[src/rtl/frp_pkg.sv]
// ----------------------------------------------------------------------------
// FASTA record parser package
// Field widths, byte class codes, character codes and the payload types
// shared by the channel interfaces, the step logic and the core.
// ----------------------------------------------------------------------------
package frp_pkg;

	// payload field widths, fixed by the channel format
	localparam int BYTE_W  = 8;
	localparam int CLASS_W = 2;
	localparam int RECN_W  = 24;
	localparam int POS_W   = 32;
	localparam int HLEN_W  = 16;

	// byte classes
	localparam logic [CLASS_W-1:0] CLS_IGNORED = 2'd0;
	localparam logic [CLASS_W-1:0] CLS_HEADER  = 2'd1;
	localparam logic [CLASS_W-1:0] CLS_SEQ     = 2'd2;

	// characters of interest
	localparam logic [BYTE_W-1:0] CHAR_NL     = 8'h0A;
	localparam logic [BYTE_W-1:0] CHAR_MARKER = 8'h3E;

	typedef struct packed {
		logic [BYTE_W-1:0] text_byte;
		logic              final_byte;
	} text_item_t;

	typedef struct packed {
		logic [CLASS_W-1:0] byte_class;
		logic [RECN_W-1:0]  record_number;
		logic [POS_W-1:0]   base_position;
		logic               record_closed;
		logic [POS_W-1:0]   closed_seq_length;
		logic [HLEN_W-1:0]  closed_header_length;
		logic [POS_W-1:0]   total_bases;
		logic [POS_W-1:0]   longest_record;
		logic [POS_W-1:0]   shortest_record;
		logic [RECN_W-1:0]  records_seen;
	} result_item_t;

	// line and record tracking flags
	typedef struct packed {
		logic in_header_line;
		logic at_line_start;
		logic record_open;
	} line_flags_t;

endpackage

[src/rtl/frp_text_if.sv]
// ----------------------------------------------------------------------------
// FASTA text channel
// Valid/ready channel carrying one text byte and its final-byte mark.
// ----------------------------------------------------------------------------
interface frp_text_if;
	logic               valid;
	logic               ready;
	frp_pkg::text_item_t data;

	modport source (output valid, output data, input ready);
	modport sink   (input valid, input data, output ready);
endinterface

[src/rtl/frp_result_if.sv]
// ----------------------------------------------------------------------------
// FASTA result channel
// Valid/ready channel carrying one classification result per text byte.
// ----------------------------------------------------------------------------
interface frp_result_if;
	logic                 valid;
	logic                 ready;
	frp_pkg::result_item_t data;

	modport source (output valid, output data, input ready);
	modport sink   (input valid, input data, output ready);
endinterface

[src/rtl/fasta_record_parser_core.sv]
// ----------------------------------------------------------------------------
// FASTA record parser core
// Classifies a FASTA text stream byte by byte and reports record closes and
// running sequence statistics.
// ----------------------------------------------------------------------------
// Pipeline: a byte taken is held in the input register, then its result
// is held in the result register facing the consumer.
// Throughput: one byte per cycle while the consumer does not stall.
// Reset: arst_n clears both pipeline valids and returns the parser to the
// start of a file with no record open, zero totals and shortest all ones.
// ----------------------------------------------------------------------------
module fasta_record_parser_core #(
	parameter int LEN_BITS = 32,
	parameter int HDR_BITS = 16,
	parameter int REC_BITS = 24
) (
	input  logic                clk,
	input  logic                arst_n,
	frp_text_if.sink            text,
	frp_result_if.source        result
);
	import frp_pkg::*;

	// Stage 1: the accepted request waits here until the result register
	// has room.
	logic       valid_s1;
	text_item_t item_s1;

	// Stage 2: the result register facing the consumer.
	logic         valid_s2;
	result_item_t res_s2;

	// Parser state, updated only as a byte moves from stage 1 to stage 2.
	line_flags_t         flags_q;
	logic [REC_BITS-1:0] rec_cnt_q;
	logic [LEN_BITS-1:0] seq_len_q;
	logic [HDR_BITS-1:0] hdr_len_q;
	logic [LEN_BITS-1:0] total_q;
	logic [LEN_BITS-1:0] max_len_q;
	logic [LEN_BITS-1:0] min_len_q;

	line_flags_t         flags_nxt;
	logic [REC_BITS-1:0] rec_cnt_nxt;
	logic [LEN_BITS-1:0] seq_len_nxt;
	logic [HDR_BITS-1:0] hdr_len_nxt;
	logic [LEN_BITS-1:0] total_nxt;
	logic [LEN_BITS-1:0] max_len_nxt;
	logic [LEN_BITS-1:0] min_len_nxt;
	result_item_t        res_nxt;

	logic take_in;
	logic advance;

	// Advance stage 1 whenever the result register is empty or being drained;
	// accept a new request whenever stage 1 is empty or advancing.
	assign advance    = valid_s1 && (!valid_s2 || result.ready);
	assign text.ready = !valid_s1 || advance;
	assign take_in    = text.valid && text.ready;

	assign result.valid = valid_s2;
	assign result.data  = res_s2;

	frp_step #(
		.LEN_BITS (LEN_BITS),
		.HDR_BITS (HDR_BITS),
		.REC_BITS (REC_BITS)
	) u_step (
		.item        (item_s1),
		.flags       (flags_q),
		.rec_cnt     (rec_cnt_q),
		.seq_len     (seq_len_q),
		.hdr_len     (hdr_len_q),
		.total       (total_q),
		.max_len     (max_len_q),
		.min_len     (min_len_q),
		.flags_nxt   (flags_nxt),
		.rec_cnt_nxt (rec_cnt_nxt),
		.seq_len_nxt (seq_len_nxt),
		.hdr_len_nxt (hdr_len_nxt),
		.total_nxt   (total_nxt),
		.max_len_nxt (max_len_nxt),
		.min_len_nxt (min_len_nxt),
		.res         (res_nxt)
	);

	// Pipeline control.
	always_ff @(posedge clk or negedge arst_n) begin
		if (!arst_n) begin
			valid_s1 <= 1'b0;
			valid_s2 <= 1'b0;
		end else begin
			if (take_in) begin
				valid_s1 <= 1'b1;
			end else if (advance) begin
				valid_s1 <= 1'b0;
			end
			if (advance) begin
				valid_s2 <= 1'b1;
			end else if (result.ready) begin
				valid_s2 <= 1'b0;
			end
		end
	end

	// Payload registers: load on transfer, hold otherwise.
	always_ff @(posedge clk) begin
		if (take_in) begin
			item_s1 <= text.data;
		end
		if (advance) begin
			res_s2 <= res_nxt;
		end
	end

	// Parser state: commit the step result as the byte leaves stage 1.
	always_ff @(posedge clk or negedge arst_n) begin
		if (!arst_n) begin
			flags_q.in_header_line <= 1'b0;
			flags_q.at_line_start  <= 1'b1;
			flags_q.record_open    <= 1'b0;
			rec_cnt_q              <= '0;
			seq_len_q              <= '0;
			hdr_len_q              <= '0;
			total_q                <= '0;
			max_len_q              <= '0;
			min_len_q              <= '1;
		end else if (advance) begin
			flags_q   <= flags_nxt;
			rec_cnt_q <= rec_cnt_nxt;
			seq_len_q <= seq_len_nxt;
			hdr_len_q <= hdr_len_nxt;
			total_q   <= total_nxt;
			max_len_q <= max_len_nxt;
			min_len_q <= min_len_nxt;
		end
	end

endmodule

[src/rtl/frp_step.sv]
// ----------------------------------------------------------------------------
// FASTA parser step
// Classifies one byte against the current parser state and returns the
// next state together with the result for that byte.
// ----------------------------------------------------------------------------
module frp_step #(
	parameter int LEN_BITS = 32,
	parameter int HDR_BITS = 16,
	parameter int REC_BITS = 24
) (
	input  frp_pkg::text_item_t   item,
	input  frp_pkg::line_flags_t  flags,
	input  logic [REC_BITS-1:0]   rec_cnt,
	input  logic [LEN_BITS-1:0]   seq_len,
	input  logic [HDR_BITS-1:0]   hdr_len,
	input  logic [LEN_BITS-1:0]   total,
	input  logic [LEN_BITS-1:0]   max_len,
	input  logic [LEN_BITS-1:0]   min_len,
	output frp_pkg::line_flags_t  flags_nxt,
	output logic [REC_BITS-1:0]   rec_cnt_nxt,
	output logic [LEN_BITS-1:0]   seq_len_nxt,
	output logic [HDR_BITS-1:0]   hdr_len_nxt,
	output logic [LEN_BITS-1:0]   total_nxt,
	output logic [LEN_BITS-1:0]   max_len_nxt,
	output logic [LEN_BITS-1:0]   min_len_nxt,
	output frp_pkg::result_item_t res
);
	import frp_pkg::*;

	logic                is_nl;
	logic                is_open;
	logic                close_marker;
	logic                close_final;
	logic                do_fold;
	logic [LEN_BITS-1:0] fold_len;
	logic [LEN_BITS-1:0] mid_seq;
	logic [HDR_BITS-1:0] mid_hdr;
	logic [CLASS_W-1:0]  cls;
	logic [LEN_BITS-1:0] pos;
	line_flags_t         mid;

	assign is_nl   = (item.text_byte == CHAR_NL);
	assign is_open = !is_nl && flags.at_line_start && (item.text_byte == CHAR_MARKER);

	always_comb begin
		mid          = flags;
		rec_cnt_nxt  = rec_cnt;
		mid_seq      = seq_len;
		mid_hdr      = hdr_len;
		cls          = CLS_IGNORED;
		pos          = '0;
		close_marker = 1'b0;
		if (is_nl) begin
			mid.in_header_line = 1'b0;
			mid.at_line_start  = 1'b1;
		end else if (is_open) begin
			close_marker = flags.record_open;
			if (rec_cnt != '1) begin
				rec_cnt_nxt = rec_cnt + 1'b1;
			end
			mid.record_open    = 1'b1;
			mid.in_header_line = 1'b1;
			mid.at_line_start  = 1'b0;
			mid_seq            = '0;
			mid_hdr            = '0;
		end else begin
			mid.at_line_start = 1'b0;
			if (flags.record_open) begin
				if (flags.in_header_line) begin
					cls = CLS_HEADER;
					if (hdr_len != '1) begin
						mid_hdr = hdr_len + 1'b1;
					end
				end else begin
					cls = CLS_SEQ;
					pos = seq_len;
					if (seq_len != '1) begin
						mid_seq = seq_len + 1'b1;
					end
				end
			end
		end
	end

	// Final byte closes whatever is still open and rewinds the line state.
	assign close_final = item.final_byte && mid.record_open;

	always_comb begin
		flags_nxt = mid;
		if (item.final_byte) begin
			flags_nxt.record_open    = 1'b0;
			flags_nxt.in_header_line = 1'b0;
			flags_nxt.at_line_start  = 1'b1;
		end
	end

	assign seq_len_nxt = mid_seq;
	assign hdr_len_nxt = mid_hdr;

	// At most one non-empty length is folded per byte; a marker that is also
	// the final byte folds a further empty record, which only pulls min to 0.
	assign do_fold  = close_marker || close_final;
	assign fold_len = close_marker ? seq_len : mid_seq;

	always_comb begin
		total_nxt   = total;
		max_len_nxt = max_len;
		min_len_nxt = min_len;
		if (do_fold) begin
			total_nxt = total + fold_len;
			if (fold_len > max_len) begin
				max_len_nxt = fold_len;
			end
			if (fold_len < min_len) begin
				min_len_nxt = fold_len;
			end
			if (close_marker && close_final) begin
				min_len_nxt = '0;
			end
		end
	end

	always_comb begin
		res.byte_class           = cls;
		res.record_number        = (rec_cnt_nxt != '0) ?
			RECN_W'(rec_cnt_nxt - 1'b1) : '0;
		res.base_position        = POS_W'(pos);
		res.record_closed        = do_fold;
		res.closed_seq_length    = do_fold ? POS_W'(fold_len) : '0;
		res.closed_header_length = close_marker ? HLEN_W'(hdr_len) :
			(close_final ? HLEN_W'(mid_hdr) : '0);
		res.total_bases          = POS_W'(total_nxt);
		res.longest_record       = POS_W'(max_len_nxt);
		res.shortest_record      = POS_W'(min_len_nxt);
		res.records_seen         = RECN_W'(rec_cnt_nxt);
	end

endmodule

[src/flat_wrapper.sv]
// flat-port wrapper written by rule: the top's interface ports become plain ports
module fasta_record_parser_core_flat import frp_pkg::*;
#(
	parameter int LEN_BITS = 32,
	parameter int HDR_BITS = 16,
	parameter int REC_BITS = 24
)
  (clk, arst_n, text_valid, text_data, text_ready, result_valid, result_data, result_ready);
  frp_text_if text_i ();
  frp_result_if result_i ();
  input  logic clk;
  input  logic arst_n;
  input wire logic [$bits(text_i.valid)-1:0] text_valid;
  input wire logic [$bits(text_i.data)-1:0] text_data;
  output wire logic [$bits(text_i.ready)-1:0] text_ready;
  output wire logic [$bits(result_i.valid)-1:0] result_valid;
  output wire logic [$bits(result_i.data)-1:0] result_data;
  input wire logic [$bits(result_i.ready)-1:0] result_ready;
  assign text_i.valid = text_valid;
  assign text_i.data = text_data;
  assign text_ready = text_i.ready;
  assign result_valid = result_i.valid;
  assign result_data = result_i.data;
  assign result_i.ready = result_ready;
  fasta_record_parser_core #(.LEN_BITS(LEN_BITS), .HDR_BITS(HDR_BITS), .REC_BITS(REC_BITS)) u_core (.clk(clk), .arst_n(arst_n), .text(text_i), .result(result_i));
endmodule
[config.mk]
export PLATFORM = sky130hd
export DESIGN_NAME = fasta_record_parser_core_flat
export DESIGN_NICKNAME = d
export VERILOG_FILES = /design/src/rtl/frp_pkg.sv /design/src/rtl/frp_text_if.sv /design/src/rtl/frp_result_if.sv /design/src/rtl/fasta_record_parser_core.sv /design/src/rtl/frp_step.sv /design/src/flat_wrapper.sv
export SDC_FILE = /design/constraint.sdc
export NUM_CORES = 1
export LEC_CHECK = 0
export ABC_AREA = 1
export CORE_MARGIN = 3
export CORE_UTILIZATION = 45
export CTS_CLUSTER_DIAMETER = 120
export CTS_CLUSTER_SIZE = 10
export DETAILED_ROUTE_END_ITERATION = 10
export DONT_BUFFER_PORTS = 1
export PLACE_DENSITY_LB_ADDON = 0.25
export SYNTH_ARGS = -nofsm -noshare
export SYNTH_HDL_FRONTEND = slang
export SYNTH_SLANG_ARGS = --single-unit
[constraint.sdc]
create_clock -name clk -period 25.5 [get_ports clk]
set_input_delay 3.825 -clock clk [delete_from_list [all_inputs] [get_ports clk]]
set_output_delay 3.825 -clock clk [all_outputs]
set_load 0.005 [all_outputs]
==> results.yml, run 1 <==
floorplanning:
  start_util_pct: 46.01
  die_w_um: 225.1
  die_y_um: 225.1
  dieArea_sq_mm: 0.05067
  io_pins: 242
  rows: 79
  core_sq_mm: 0.04695
drt:
  viasPerCell: 5.430
  post_drt_wl_per_cell_um: 18.52
  ant_nets: 0
  vias: 16750
  dr.pass1.iters: 6
  wl_um: 57110
  drt_iter0_drc: 1397
  remaining_drc_errors: 0
critical_path:
  critPathMaxFanout: 3
  arrival_ps: 4010
  cp_top_family: "simple AND/OR/NAND/NOR gates"
  crit_buf_inv: 1
  required_ps: 21670
  critPathMaxStageDelay_ps: 130
  endpoint_kind: "output pin"
  rrSetupSlack_ps: 19160
  crit_type: "input pin to output pin"
  slowest_stage: "nand3_1"
  worstPathCellList: "inv_1, nand3_1"
  critPathLaunchType: "input pin"
timing:
  fin_tns_setup_ps: 0
  skew_ps: 25.64
  rsz0062_at_grt: "false"
  min_period_over_period_pct: 30.72
  worst_pin_slew_ps: 1297
  slew_viol_final: 0
  slew_headroom_pct: 13.52
  fmax_mhz: 127.6
  final-hold-violation-count: 0
  fin_ws_ps: 17670
  finalSetupViolations: 0
  period_minus_slack_ps: 7835
min_path:
  hold_class: "register to register"
synthesis:
  synth_cell_types: 54
  synth_xor_area_share_pct: 2.629
  synth.cell_area_sq_mm: 0.02160
  syn_inst: 2461
  synth_seq_area_share_pct: 53.03
  synth_top_family_by_area: "simple AND/OR/NAND/NOR gates"
  synth_top_flop_cell: "edfxtp_1"
  yosys_warnings: 0
  syn_avg_cell_area_sq_um: 8.779
  synth_edf_count: 236
  synth-adder-area-share_pct: 5.768
  syn_nets: 2573
  synth-seq-cells: 409
  synth_mux_area_share_pct: 0
  synthArstFlopShare_pct: 42.30
  synth_compound_area_share_pct: 10.26
  synth-simple-area-share_pct: 21.86
global_route:
  grt_usage_pct: 22.27
  grt_pass1_vias: 15950
  antenna_found_initial: 0
  grt_pass1_wl_um: 89070
  grt_max_degree: 228
  grt_overflow: 0
cells_and_area:
  nNetsFinal: 2552
  areaGrowthSynthToFinish_pct: 8.815
  mostFrequentLayoutCells: "nand2_1 (683), inv_1 (272), o21ai_0 (253)"
  drive_gt1_share_pct: 6.177
  final_common_cell: "nand2_1"
  n_antenna_cell: 0
  fillers: 4316
cts:
  cts_root_buf: "clkbuf_16"
  clk_pin_slew_ps: 50
  clockBufferDepth: 3
  cts_tree: "done"
  postCtsHoldBufs: 0
  cts_max_level: 2
  numCtsBuffers: 46
  postCtsSetupBuffers: 0
  post_cts_resize_count: 0
  numClockSinks: 409
  clkLatencyLatePin_ps: 580
pwr:
  p_leak_uw: 0.009930
  p_per_area_mw_per_mm2: 106.9
  peakVddDrop_v: 0.0001089
placed_design:
  place_ws_ps: 17670
  hpwl_um: 38340
  gp_congestion: 0.8997
  portBuffers: 0
status:
  run_status: "finished clean"
run:
  maxCapViolations: 0
==> metal layers <==
layer	up-vias	global-route usage, %	wire length [um]	share of wire (%)
li1	8162	-	-	-
met1	8014	29.50	24750	43
met2	467	37.03	27430	48
met5	-	0	0	0
met3	102	4.012	3127	5.5
met4	0	7.811	1795	3.1
==> sequential cells by signal (all words and copies together) (netlist names) <==
signal and cells:
u_core.result.data 227, u_core.item_s1 9, u_core.valid_s1 1, u_core.min_len_q 32, u_core.hdr_len_q 16, u_core.max_len_q 32, u_core.result.valid 1, u_core.rec_cnt_q 24
u_core.seq_len_q 32, u_core.total_q 32, u_core.flags_q 3
==> kinds of logic (layout without fill, tap and decap cells) <==
group | after synthesis | count (layout)
flip-flops | 409 | 409
buffers and inverters | 364 | 380
adder cells (fa/ha/maj) | 99 | 99
AND/OR/NAND/NOR | 1118 | 1118
AO/OA/AOI/OAI | 407 | 407
XOR/XNOR | 64 | 64
==> cell type report <==
| cell class | instances | area, sq um | share of cell area [%] |
|---|---|---|---|
| repair buffers | 15 | 125.1 | 0.5322 |
| clock buffers | 84 | 1315 | 5.594 |
| clock inverters | 1 | 8.758 | 0.03726 |
| inverters | 280 | 1064 | 4.524 |
| flip-flops and latches | 409 | 11460 | 48.74 |
| well taps | 607 | 759.5 | 3.231 |
| multi-input cells | 1688 | 8780 | 37.35 |
==> where the power goes <==
group	internal, uW	switching [uW]
logic	278	621
clock network	345	264
registers	907	98.3
==> through the flow <==
step / cells / hold WS (ps) / utilization, % / cell area [sq um] / total power [uW]
6_report: 3084 / 473.8 / 50.07 / 23510 / 2514
5_1_grt: 3084 / 487.3 / 50.07 / 23510 / 2695
4_1_cts: 3084 / 475.1 / 50.07 / 23510 / 2535
3_5_place_dp: 2999 / 464.6 / 47.25 / 22190 / 1914
3_3_place_gp: 2999 / 462.1 / 47.25 / 22190 / 1890
2_1_floorplan: 2461 / 453.0 / - / 21600 / 1664
==> cell usage after synthesis (3+ instances only) <==
| library cell | n | area (sq um) |
|---|---|---|
| a31oi_1 | 5 | 31.28 |
| a221oi_1 | 4 | 35.03 |
| nor4_1 | 13 | 81.33 |
| a21oi_1 | 79 | 395.4 |
| nor3_1 | 35 | 175.2 |
| edfxtp_1 | 236 | 7087 |
| clkbuf_1 | 65 | 244.0 |
| buf_2 | 7 | 35.03 |
| a21o_1 | 4 | 30.03 |
| o22ai_1 | 17 | 106.4 |
| nor3_4 | 3 | 48.80 |
| inv_1 | 272 | 1021 |
| o21ai_0 | 253 | 1266 |
| nand2_1 | 686 | 2575 |
| nand4_1 | 30 | 187.7 |
| o21ai_1 | 3 | 15.01 |
| a211oi_1 | 5 | 37.54 |
| o221ai_1 | 4 | 35.03 |
| nor2_2 | 14 | 87.58 |
| buf_1 | 10 | 37.54 |
| inv_2 | 6 | 22.52 |
| a21boi_0 | 3 | 22.52 |
| o211ai_1 | 9 | 67.56 |
| o21bai_1 | 4 | 30.03 |
| a21oi_2 | 8 | 70.07 |
| xnor2_1 | 20 | 175.2 |
| nor3_2 | 3 | 30.03 |
| nand3_1 | 142 | 710.7 |
| o31ai_1 | 3 | 22.52 |
| ha_1 | 98 | 1226 |
| or2_2 | 4 | 25.02 |
| dfstp_2 | 33 | 867.1 |
| dfrtp_1 | 140 | 3503 |
| nor2_1 | 174 | 653.1 |
| o21a_1 | 3 | 22.52 |
| xor2_1 | 43 | 376.6 |
==> worst paths after layout <==
check | start | endpoint | depth (start not counted)
worst min-delay path | u_core.min_len_q[27]$_DFFE_PN1P_ | u_core.min_len_q[27]$_DFFE_PN1P_ | 2
min in group asynchronous | arst_n | u_core.max_len_q[19]$_DFFE_PN0P_ | 0
worst min register to register | u_core.min_len_q[27]$_DFFE_PN1P_ | u_core.min_len_q[27]$_DFFE_PN1P_ | 2
worst max-delay path | result_ready | text_ready | 2
worst max register to register | u_core.seq_len_q[0]$_DFFE_PN0P_ | u_core.max_len_q[1]$_DFFE_PN0P_ | 26
max in group asynchronous | arst_n | u_core.flags_q[1]$_DFFE_PN1P_ | 0
==> tightest hold or removal path, stage by stage, from the launching register on <==
cell	delay, ps
dfstp_2	370
nand2_1	60
nand2_1	50
(Power assumes the default switching activity.)
==> run 2, diff against run 1 <==
==> constraint.sdc (replaced) <==
create_clock -name clk -period 7.8 [get_ports clk]
set_input_delay 1.17 -clock clk [delete_from_list [all_inputs] [get_ports clk]]
set_output_delay 1.17 -clock clk [all_outputs]
set_load 0.005 [all_outputs]
==> run 2 against run 1 <==
  * Cell count increased by 0.13%
  * Sequential cell count is the same
  * Via count up 0.43%
  * Die area stayed put
  * Largest cell class unchanged
  * Setup slack got worse by 16000 ps
  * Critical path depth is 23 higher
  * Critical path type is now register to register
  * Combinational power rose to 3.3 times the previous value
  * Register-to-register slack lost 17000 ps
  * Clock-buffer cell count increased by 2
  * Non-clock buffer count rose by 3
  * Routed wire length is 2.5% higher
  * Hold slack worse by 170 ps
==> results.yml, run 2 (same netlist as run 1, synthesis figures left out) <==
placed_design:
  hpwl_um: 40820
  post_dp_cell_area_sq_mm: 0.02221
  dp.cells: 3002
  portBuffers: 0
  gp_congestion: 0.9225
pwr:
  total_power_uw: 8267
  p_leak_uw: 0.009966
  peakVddDrop_v: 0.0004541
  p_per_area_mw_per_mm2: 350.7
timing:
  fmax_mhz: 169.1
  rsz0062_at_grt: "false"
  period_minus_slack_ps: 5912
  min_period_over_period_pct: 75.80
  finalSetupViolations: 0
  slew_headroom_pct: 18.39
  skew_ps: 17.50
  fin_tns_setup_ps: 0
  worst_pin_slew_ps: 1224
  slew_viol_final: 0
  final-hold-violation-count: 0
cells_and_area:
  fin_util_pct: 50.20
  fin_area_sq_mm: 0.02357
  final_common_cell: "nand2_1"
  n_antenna_cell: 0
  regArea_sq_mm: 0.01146
  fillers: 4293
  largest_register_ffs: 227
  drive_gt1_share_pct: 6.288
  areaGrowthSynthToFinish_pct: 9.098
  nNetsFinal: 2555
  stdcell_count: 3088
  mostFrequentLayoutCells: "nand2_1 (684), inv_1 (272), o21ai_0 (253)"
  multi_input_area_sq_mm: 0.008777
cts:
  cts_tree: "done"
  clk_pin_slew_ps: 60
  postCtsSetupBuffers: 0
  cts_root_buf: "clkbuf_16"
  clkLatencyLatePin_ps: 580
  numClockSinks: 409
  postCtsHoldBufs: 0
  post_cts_resize_count: 0
  cts_max_level: 2
  numCtsBuffers: 46
  clockBufferDepth: 3
critical_path:
  endpoint_kind: "register"
  critPathMaxStageDelay_ps: 860
  critPathLaunch: "u_core.seq_len_q[0]$_DFFE_PN0P_"
  arrival_ps: 6330
  crit_type: "register to register"
  critPathMaxFanout: 64
  slowest_stage: "nand2_2"
  ff2ff_path_depth: 25
  rrSetupSlack_ps: 1890
  rr_endpoint: "u_core.max_len_q[22]$_DFFE_PN0P_"
  timing.rr.start: "u_core.seq_len_q[0]$_DFFE_PN0P_"
  required_ps: 8220
  worst_path_most_repeated_cell: "nand2_1"
  critPathLaunchType: "register"
global_route:
  grt_max_degree: 220
  grt_overflow: 0
  antenna_found_initial: 0
  grt_pass1_wl_um: 90850
  grt_usage_pct: 22.90
  grt_pass1_vias: 16020
drt:
  post_drt_wl_per_cell_um: 18.95
  remaining_drc_errors: 0
  drt_iter0_drc: 1260
  viasPerCell: 5.446
  vias: 16820
  wl_um: 58510
  ant_nets: 0
  dr.pass1.iters: 6
run:
  maxCapViolations: 0
floorplanning:
  dieArea_sq_mm: 0.05067
  io_pins: 242
  rows: 79
  core_sq_mm: 0.04695
  die_w_um: 225.1
  start_util_pct: 46.01
  die_y_um: 225.1
min_path:
  hold_class: "input pin to async pin"
status:
  run_status: "finished clean"
run 2: cell types whose count changed in the layout (fill, tap and decap cells not counted), sizes merged:
| cell | change |
|---|---|
| buf | +3 |
| clkbuf | +2 |
| inv | -1 |
run 2: worst max path at each step:
stage | slack [ps] | endpoint | cells after the start
6_report | 1890 | u_core.max_len_q[22]$_DFFE_PN0P_ | 25
5_1_grt | 1310 | u_core.max_len_q[5]$_DFFE_PN0P_ | 25
4_1_cts | 1990 | u_core.max_len_q[21]$_DFFE_PN0P_ | 25
3_5_place_dp | 2040 | u_core.max_len_q[6]$_DFFE_PN0P_ | 25
3_3_place_gp | 2100 | u_core.result.data[111]$_DFFE_PP_ | 26
2_1_floorplan | 2430 | u_core.result.data[0]$_DFFE_PP_ | 7
run 2: layer usage:
metal	track usage, %	wire length (um)	vias to the layer above
li1	-	-	8159
met1	30.49	25680	8033
met2	37.81	27780	514
met3	4.572	3176	111
met4	7.524	1869	0
met5	0	0	-
run 2: worst max-delay path: cells and delay by family, from the launching register on:
kind	cells	cell delay, ps
AOI/OAI and AO/OA	3	690
adders and majority gates	2	600
buffers and inverters	3	410
DFF	1	420
and+or+nand+nor	17	3590
run 2: cell type report:
cell class / instances / area share (%)
clock buffer: 86 / 5.791
sequential: 409 / 48.61
multi-input combinational: 1688 / 37.24
inverter: 280 / 4.512
timing repair buffer: 18 / 0.6264
tap: 607 / 3.222
run 2: power breakdown:
| part | switching (uW) | internal [uW] | total (uW) |
|---|---|---|---|
| Combinational | 2040 | 910 | 2950 |
| Clock | 859 | 1170 | 2030 |
| Sequential | 329 | 2960 | 3290 |
| Total | 3230 | 5040 | 8270 |
run 2: per-stage QoR:
step | hold slack (ps) | setup slack, ps
floorplan | 453.0 | 2428
global placement | 463.5 | 2096
detailed placement | 465.4 | 2042
CTS | 263.0 | 1993
global route | 263.3 | 1312
finish | 305.7 | 1888
==> run 3, diff against run 2 <==
==> constraint.sdc (replaced) <==
create_clock -name clk -period 5.6 [get_ports clk]
set_input_delay 0.84 -clock clk [delete_from_list [all_inputs] [get_ports clk]]
set_output_delay 0.84 -clock clk [all_outputs]
set_load 0.005 [all_outputs]
==> run 3 against run 2 <==
  * Clock skew decreased by 3.8 ps
  * Final area increased by 0.68%
  * Largest power group unchanged
  * Cell count grew 0.32%
  * Register-to-register slack worse by 1500 ps
  * Sequential power up 39%
  * Sequential cell count unchanged
  * Sequential share of layout area down 0.33 points
  * Non-clock buffer count up 12
  * Clock-buffer cell count down 2
  * First-iteration DRC count is 12% higher
  * Hold slack got worse by 200 ps
  * Setup slack worse by 1500 ps
==> results.yml, run 3 (same netlist as run 1, synthesis figures left out) <==
floorplanning:
  die_w_um: 225.1
  rows: 79
  io_pins: 242
  core_sq_mm: 0.04695
  start_util_pct: 46.01
  die_y_um: 225.1
  dieArea_sq_mm: 0.05067
critical_path:
  critPathMaxFanout: 32
  critPathMaxStageDelay_ps: 440
  critPathLaunchType: "register"
  crit_type: "register to register"
  rrSetupSlack_ps: 400
  endpoint_kind: "register"
  crit_buf_inv: 4
  arrival_ps: 5630
  required_ps: 6030
  worstPathCellList: "ha_1, inv_1, nor2_1, nand2_1, nor2_2, nand2_1, nand2_2, clkinvlp_4, nand3_1, o21ai_0, nand3_1, o21ai_0, ha_1, nand4_1, nor3_4, inv_1, nor4_2, and3_1, nor2_1, nand2_2, buf_4, o21ai_0, nand2_1, o21ai_0"
  cp_top_family: "simple AND/OR/NAND/NOR gates"
  slowest_stage: "dfrtp_1"
  worst_path_most_repeated_cell: "o21ai_0"
drt:
  remaining_drc_errors: 0
  post_drt_wl_per_cell_um: 19.03
  drt_iter0_drc: 1405
  ant_nets: 0
  wl_um: 58970
  viasPerCell: 5.451
  vias: 16890
  dr.pass1.iters: 6
cells_and_area:
  largest_register_ffs: 227
  drive_gt1_share_pct: 7.065
  areaGrowthSynthToFinish_pct: 9.840
  final_common_cell: "nand2_1"
  nNetsFinal: 2567
  stdcell_count: 3098
  n_antenna_cell: 0
  mostFrequentLayoutCells: "nand2_1 (684), inv_1 (272), o21ai_0 (249)"
placed_design:
  hpwl_um: 40970
  portBuffers: 0
  place_ws_ps: -89.91
  dp.cells: 3013
  gp_congestion: 0.9179
cts:
  numCtsBuffers: 46
  clkLatencyLatePin_ps: 580
  cts_max_level: 2
  postCtsSetupBuffers: 0
  cts_tree: "done"
  clockBufferDepth: 3
  numClockSinks: 409
  clk_pin_slew_ps: 60
  cts_root_buf: "clkbuf_16"
timing:
  final-hold-violation-count: 0
  fin_tns_setup_ps: 0
  finalSetupViolations: 0
  slew_headroom_pct: 33.08
  slew_viol_final: 0
  skew_ps: 13.72
  period_minus_slack_ps: 5197
  rsz0062_at_grt: "false"
  fin_ws_ps: 403.5
  min_period_over_period_pct: 92.80
  worst_pin_slew_ps: 1004
  fmax_mhz: 192.4
global_route:
  grt_overflow: 0
  grt_pass1_wl_um: 91610
  grt_pass1_vias: 16150
  grt_max_degree: 147
  grt_usage_pct: 23.04
  antenna_found_initial: 0
status:
  run_status: "finished clean"
run:
  maxCapViolations: 0
min_path:
  hold_class: "input pin to async pin"
pwr:
  peakVddDrop_v: 0.0007449
  p_per_area_mw_per_mm2: 490.2
  p_leak_uw: 0.01006
  total_power_uw: 11630
-- run 3: cell count changes in the layout (fill, tap and decap cells not counted), moves of 2 or more --
cell,change
a21oi_2,+2
a21oi_1,-2
clkbuf_1,-2
o21ai_0,-4
buf_4,+10
o21ai_1,+3
-- run 3: final cells by class --
class	count	area, sq um
fill	4333	23220
sequential	409	11460
multi-input combinational	1688	8818
clock buffer	84	1358
inverter	280	1067
tap	607	759.5
timing repair buffer	30	270.3
-- run 3: through the flow --
step | util [%] | cell area, sq um | hold slack (ps)
2_1_floorplan | - | 21610 | 453.0
3_3_place_gp | 47.50 | 22300 | 463.7
3_5_place_dp | 47.50 | 22300 | 464.7
4_1_cts | 50.46 | 23690 | 78.52
5_1_grt | 50.54 | 23730 | 82.45
6_report | 50.54 | 23730 | 104.0
-- run 3: path summary, 6_finish.rpt --
path                                                   from                               end  cells after the start
setup / recovery            u_core.seq_len_q[0]$_DFFE_PN0P_  u_core.max_len_q[18]$_DFFE_PN0P_                     24
hold / removal                                       arst_n  u_core.min_len_q[17]$_DFFE_PN1P_                      0
setup reg to reg            u_core.seq_len_q[0]$_DFFE_PN0P_  u_core.max_len_q[18]$_DFFE_PN0P_                     24
hold reg to reg            u_core.min_len_q[31]$_DFFE_PN1P_  u_core.min_len_q[31]$_DFFE_PN1P_                      2
max in group asynchronous                            arst_n  u_core.rec_cnt_q[13]$_DFFE_PN0P_                      1
min in group clk                               text_data[4]       u_core.item_s1[4]$_DFFE_PP_                      0
-- run 3: report_power, final --
group          switching [uW]  internal, uW  leakage, uW
sequential                451          4130      0.00463
combinational            2890          1360      0.00478
clock                    1190          1620     0.000645
total                    4530          7100       0.0101
-- run 3: what timing repair did --
action	4_1_cts	5_1_grt
endpoints found under the hold margin	140	0
hold buffers	1	0
endpoints found under the setup margin	57	94
resized for setup	1	14
-- run 3: layer usage --
metal  GRT usage (%)  share of wire (%)  vias to the layer above
met4           8.856                3.3                        0
met1           30.66                 43                     8052
met2           37.89                 48                      535
met5               0                  0                        -
li1                -                  -                     8198
met3           3.986                5.8                      102
